File: src/hdl/stbs_pkg.sv
`default_nettype none

package stbs_pkg;

  localparam int unsigned STBS_DEPTH       = 1024;
  localparam int unsigned STBS_VALUE_WIDTH = 32;

  localparam int unsigned ENTRY_INDEX_W = 10;
  localparam int unsigned VALUE_PORT_W  = 32;
  localparam int unsigned COUNT_W       = 11;
  localparam int unsigned RESULT_W      = 12;
  localparam int unsigned IN_DATA_W     = 80;
  localparam int unsigned OUT_DATA_W    = 16;
  localparam int unsigned APB_ADDR_W    = 3;
  localparam int unsigned APB_DATA_W    = 32;

  localparam logic REG_ENTRY_COUNT = 1'b0;

  typedef enum logic [1:0] {
    CMD_WRITE = 2'd0,
    CMD_EXACT = 2'd1,
    CMD_PRED  = 2'd2,
    CMD_LOWER = 2'd3
  } cmd_t;

  typedef struct packed {
    logic eq;
    logic lt;
  } cmp_flags_t;

endpackage

`default_nettype wire

File: src/hdl/stbs_cmp.sv
`default_nettype none

module stbs_cmp import stbs_pkg::*; #(
  parameter int unsigned VALUE_WIDTH = STBS_VALUE_WIDTH
) (
  input  wire logic [VALUE_WIDTH-1:0] entry_word,
  input  wire logic [VALUE_WIDTH-1:0] key_word,
  output cmp_flags_t                  flags
);

  always_comb begin
    flags.eq = (entry_word == key_word);
    flags.lt = ($signed(entry_word) < $signed(key_word));
  end

endmodule

`default_nettype wire

File: config.mk
export PLATFORM = sky130hd
export DESIGN_NAME = stbs_cmp
export DESIGN_NICKNAME = d
export VERILOG_FILES = /design/src/hdl/stbs_pkg.sv /design/src/hdl/stbs_cmp.sv
export SDC_FILE = /design/constraint.sdc
export NUM_CORES = 1
export LEC_CHECK = 0
export BUFFER_PORTS_ARGS = -buffer_cell sky130_fd_sc_hd__buf_4
export CAP_MARGIN = 20
export CORE_MARGIN = 2
export CORE_UTILIZATION = 42
export DETAILED_ROUTE_END_ITERATION = 6
export PLACE_DENSITY = 0.85
export SYNTH_ARGS = -nofsm -noshare
export SYNTH_HDL_FRONTEND = slang
export SYNTH_SLANG_ARGS = --single-unit
File: constraint.sdc
create_clock -name vclk -period 2
set_input_delay 0.2 -clock vclk [all_inputs]
set_output_delay 0.2 -clock vclk [all_outputs]
set_load 0.05 [all_outputs]
==> impl_metrics.py, run 1 <==
metrics = {
    "logic_synthesis": {
        "syn-num-nets": 209,
        "synth_commonest_cells": "32 x ha_1, 32 x inv_1, 11 x a21oi_1",
        "synth_top_area_cell": "ha_1",
        "ys_warn_count": 0,
        "postSynthCellCount": 113,
        "syn_area_per_cell_sq_um": 7.26,
        "yosysSeqAreaShare_pct": 0,
        "netlist_top_cells_area": "ha_1 49%, inv_1 15%, a21oi_1 6.7%",
        "synth_top_area_share_pct": 48.8,
        "synth_cell_types": 24,
        "syn-cell-area_sq_um": 821,
    },
    "critical_path": {
        "required_ns": 1.80,
        "crit_family": "compound AO/OA/AOI/OAI gates",
        "cp_max_fo": 2,
        "path_cells": "buf_4, inv_1, ha_4, a21oi_2, o21ai_1, a221o_1, o31a_1, o22ai_2, buf_6",
        "startpoint_type": "input port",
        "critPathKind": "in2out",
        "worst-path-buf-inv": 3,
        "cp.arrival_ns": 1.74,
        "slowest_delay_ns": 0.32,
        "endpoint_kind": "primary output",
        "slowest_stage": "a221o_1",
        "worst-path-stages": 9,
    },
    "timing": {
        "maxSlewViolCount": 0,
        "rsz0062_at_grt": "false",
        "tns_ns": 0,
        "hold_violations": 0,
        "setup_viol": 0,
        "post-route-min-period_ns": 1.94,
        "fin_ws_ns": 0.0584,
        "tightest_slew_ns": 0.284,
        "max_slew_margin_pct": 81.0,
        "fmax_mhz": 515,
        "finalCritPeriodShare_pct": 97.1,
    },
    "drt": {
        "via_per_inst": 4.97,
        "dr.pass1.iters": 4,
        "via_count": 1018,
        "wire_per_inst_um": 12.1,
        "wl_mm": 2.48,
        "drt-initial-drc-count": 7,
        "ant_nets": 0,
        "drc": 0,
    },
    "global_route": {
        "grt_start_max_net_pins": 5,
        "grt_pass1_wl_mm": 3.27,
        "grt_antenna_before_repair": 0,
        "grt_overflow": 0,
        "track_usage_pct": 18.6,
        "grt_pass1_vias": 956,
    },
    "floorplanning": {
        "start_util_pct": 46.0,
        "ios": 66,
        "rows": 15,
        "die_w_um": 48.2,
        "dieArea_sq_um": 2320,
        "coreArea_sq_um": 1780,
        "die_h_um": 48.2,
    },
    "outcome": {
        "status": "finished clean",
    },
    "power": {
        "vdd_drop_max_v": 0.000116,
        "power.leakage_uw": 0.000833,
        "powerDensity_nw_per_um2": 200,
    },
    "clocking": {
        "cts_setup_buffers": 0,
    },
    "place": {
        "gp_congestion": 0.798,
        "place_ws_ns": 0.00850,
        "port_buffers": 66,
        "place_hpwl_mm": 2.11,
    },
    "finish": {
        "syn_to_final_growth_pct": 75.3,
        "drive_gt1_share_pct": 45.6,
        "design.seq.count": 0,
        "diodes": 0,
        "nFillCells": 132,
        "regArea_sq_um": 0,
        "final_nets": 278,
        "clock_buffers": 0,
    },
    "flow_run": {
        "maxCapViolCount": 0,
    },
    "worst_hold_path": {
        "holdPathStages": 4,
        "hold_path_class": "in2out",
    },
}
[where the power goes]
| part | switching, uW | total, uW | internal [uW] |
|---|---|---|---|
| Combinational | 124 | 287 | 163 |
| Sequential | 0 | 0 | 0 |
| Clock | 0 | 0 | 0 |
| Total | 124 | 287 | 163 |
[metal layers]
metal  vias up  global-route usage (%)  wire length, um
li1        532                       -                -
met1       444                    16.5              921
met2        40                    43.7             1370
met3         2                    1.48              182
met4         0                    1.62               10
met5         -                       0                0
[cell type report]
class / count / area [sq um] / area share, %
tap: 25 / 31.3 / 2.17
inverter: 32 / 120 / 8.35
timing repair buffer: 67 / 507 / 35.2
multi-input combinational: 81 / 781 / 54.3
[layout by cell type, fill, tap and decap left out]
cell type,n
ha_1,28
a221o_1,1
ha_4,4
a21o_1,2
nand2_1,7
a21oi_2,4
a211oi_1,1
nand4_1,6
o2111ai_2,1
nand3_1,2
inv_1,32
buf_6,1
nor2_1,4
a221oi_2,1
a21boi_2,1
buf_4,66
nor3_1,1
o22ai_2,1
nand4_2,1
o211ai_1,1
o31a_1,1
nor4_2,2
a21oi_1,8
o21ai_1,3
nor2b_1,1
[worst min-delay path: cells and delay by family]
| kind | cells | cell delay, ns |
|---|---|---|
| buf+inv | 2 | 0.23 |
| fa+ha+maj | 1 | 0.19 |
| compound gates | 1 | 0.11 |
[final timing paths]
check / end / from
worst max-delay path: flags[0] / key_word[7]
worst min-delay path: flags[0] / entry_word[31]
[what timing repair did]
| item | CTS | global route |
|---|---|---|
| hold buffers | 0 | 0 |
| setup endpoints to repair | 0 | 1 |
| resized for setup | 0 | 13 |
[per-stage QoR]
step	std cells	total power, uW	hold WS (ns)	util (%)	area (sq um)
6_report	205	287	0.936	80.7	1440
5_1_grt	205	320	0.967	80.7	1440
4_1_cts	205	260	0.945	76.0	1360
3_5_place_dp	205	258	0.944	76.0	1360
3_3_place_gp	205	246	0.933	76.0	1360
2_1_floorplan	113	127	0.797	-	821
[cells by family (layout without fill, tap and decap cells)]
family                     Yosys count  count (layout)  share of synthesized area (%)
and+or+nand+nor                     24              24                           16.0
buffers and inverters               32              99                           14.6
adders and majority gates           32              32                           48.8
AOI/OAI and AO/OA                   25              25                           20.6
No activity file was read; power rests on OpenSTA's default activity.
==> inputs of run 2 (changes only) <==
Settings changed: ABC_AREA from default to 1, CORE_UTILIZATION 42 to 43.
==> run 2 against run 1 <==
Global-route usage is 0.92 points higher; non-clock buffer count is 1 lower; via count is 8.0% higher; cell count is 16% higher; area after synthesis is 7.9% higher; sequential cell count stayed put; critical path depth is 2 higher; worst setup slack better by 0.19 ns; synthesized cell count is 27% higher; first-iteration DRC count is 71% lower.
==> impl_metrics.py, run 2 <==
metrics = {
    "outcome": {
        "status": "finished clean",
    },
    "global_route": {
        "grt_antenna_before_repair": 0,
        "grt_overflow": 0,
        "grt_pass1_vias": 1091,
        "grt_pass1_wl_mm": 3.97,
        "track_usage_pct": 19.6,
        "grt_start_max_net_pins": 5,
    },
    "finish": {
        "final_nets": 308,
        "final_common_cell": "buf_4",
        "diodes": 0,
        "design.seq.count": 0,
        "syn_to_final_growth_pct": 60.3,
        "layout_common_cells": "66 x buf_4, 40 x inv_1, 34 x nand2_1, 32 x ha_1, 12 x a21oi_1",
        "drive_gt1_share_pct": 35.2,
        "nFillCells": 174,
        "clock_buffers": 0,
        "regArea_sq_um": 0,
    },
    "clocking": {
        "ctsHoldBuffers": 0,
        "cts_setup_buffers": 0,
        "post_cts_resized": 0,
    },
    "flow_run": {
        "maxCapViolCount": 0,
    },
    "logic_synthesis": {
        "synth_top_area_cell": "ha_1",
        "synth_commonest_cells": "40 x inv_1, 34 x nand2_1, 32 x ha_1",
        "syn_area_per_cell_sq_um": 6.15,
        "ys_warn_count": 0,
        "synth_cell_types": 16,
        "netlist_top_cells_area": "ha_1 45%, inv_1 17%, nand2_1 14%",
        "syn-num-nets": 240,
        "postSynthCellCount": 144,
        "yosysSeqAreaShare_pct": 0,
        "syn-cell-area_sq_um": 886,
        "synth.most_common_cell": "inv_1",
        "synth_top_area_share_pct": 45.2,
    },
    "worst_hold_path": {
        "hold_path_class": "in2out",
        "holdPathStages": 5,
        "hold_end": "flags[1]",
        "hold_path_startpoint": "key_word[0]",
    },
    "power": {
        "powerDensity_nw_per_um2": 195,
        "vdd_drop_max_v": 0.000110,
        "power.leakage_uw": 0.000929,
    },
    "floorplanning": {
        "die_h_um": 49.4,
        "ios": 66,
        "coreArea_sq_um": 1960,
        "start_util_pct": 45.2,
        "rows": 16,
        "die_w_um": 49.4,
        "dieArea_sq_um": 2440,
    },
    "drt": {
        "wl_mm": 2.32,
        "wire_per_inst_um": 9.78,
        "via_per_inst": 4.64,
        "drc": 0,
        "ant_nets": 0,
        "drt-initial-drc-count": 2,
        "via_count": 1099,
        "dr.pass1.iters": 4,
    },
    "place": {
        "place_hpwl_mm": 2.24,
        "place_ws_ns": 0.239,
        "gp_congestion": 0.815,
        "port_buffers": 66,
    },
    "critical_path": {
        "cp.arrival_ns": 1.55,
        "cp_max_fo": 2,
        "critPathKind": "in2out",
        "required_ns": 1.80,
        "startpoint_type": "input port",
        "endpoint_kind": "primary output",
        "startpoint": "entry_word[23]",
    },
    "timing": {
        "hold_violations": 0,
        "tns_ns": 0,
        "fmax_mhz": 571,
        "post-route-min-period_ns": 1.75,
        "max_slew_margin_pct": 87.2,
        "setup_viol": 0,
        "maxSlewViolCount": 0,
        "fin_ws_ns": 0.249,
        "tightest_slew_ns": 0.192,
        "rsz0062_at_grt": "false",
        "finalCritPeriodShare_pct": 87.6,
    },
}
-- run 2: layer usage --
metal,share of wire [%],up-vias,global-route usage (%),wire length [um]
met4,0,0,1.85,0
met1,36,475,19.6,838
met5,0,-,0,0
met2,58,37,43.7,1350
li1,-,587,-,-
met3,5.7,0,0.920,133
-- run 2: worst max-delay path by stage --
stage | end | slack (ns) | cells past startpoint
after detailed placement | flags[0] | 0.24 | 11
final | flags[0] | 0.25 | 11
after global routing | flags[0] | 0.08 | 11
after global placement | flags[0] | 0.32 | 11
after CTS | flags[0] | 0.23 | 11
after floorplan | flags[1] | 0.31 | 6
-- run 2: power by group --
part | internal, uW | leakage, uW | switching (uW)
logic | 152 | 0.000929 | 125
clock network | 0 | 0 | 0
registers | 0 | 0 | 0
-- run 2: cell type report --
cell class / count / area [sq um] / share of cell area, %
Inverter: 40 / 150 / 10.6
Timing Repair Buffer: 66 / 495 / 34.9
Tap cell: 27 / 33.8 / 2.38
Multi-Input combinational cell: 104 / 741 / 52.2
-- run 2: through the flow --
stage / instance area [sq um] / utilization (%) / total power (uW) / cells / hold WS, ns
after floorplan: 891 / - / 144 / 144 / 0.811
after global placement: 1420 / 72.4 / 264 / 237 / 0.996
after detailed placement: 1420 / 72.4 / 278 / 237 / 1.01
after CTS: 1420 / 72.4 / 280 / 237 / 1.01
after global routing: 1420 / 72.4 / 317 / 237 / 1.05
final: 1420 / 72.4 / 276 / 237 / 1.01
-- run 2: logic make-up (layout without fill, tap and decap cells) --
kind of cell | count (synthesis) | count (layout) | share of synthesized area, %
and+or+nand+nor | 55 | 55 | 27.1
buffers and inverters | 40 | 106 | 16.9
AOI/OAI and AO/OA | 17 | 17 | 10.7
adders and majority gates | 32 | 32 | 45.2
-- run 2: critical path, stage by stage --
cell and delay, ns:
buf_4 0.11, ha_1 0.29, nand2_1 0.07, nor2_1 0.18, nand4_2 0.15, nor2_1 0.11, nand2_1 0.08, nand2_1 0.06
nand2_1 0.04, nand2_1 0.06, buf_4 0.19
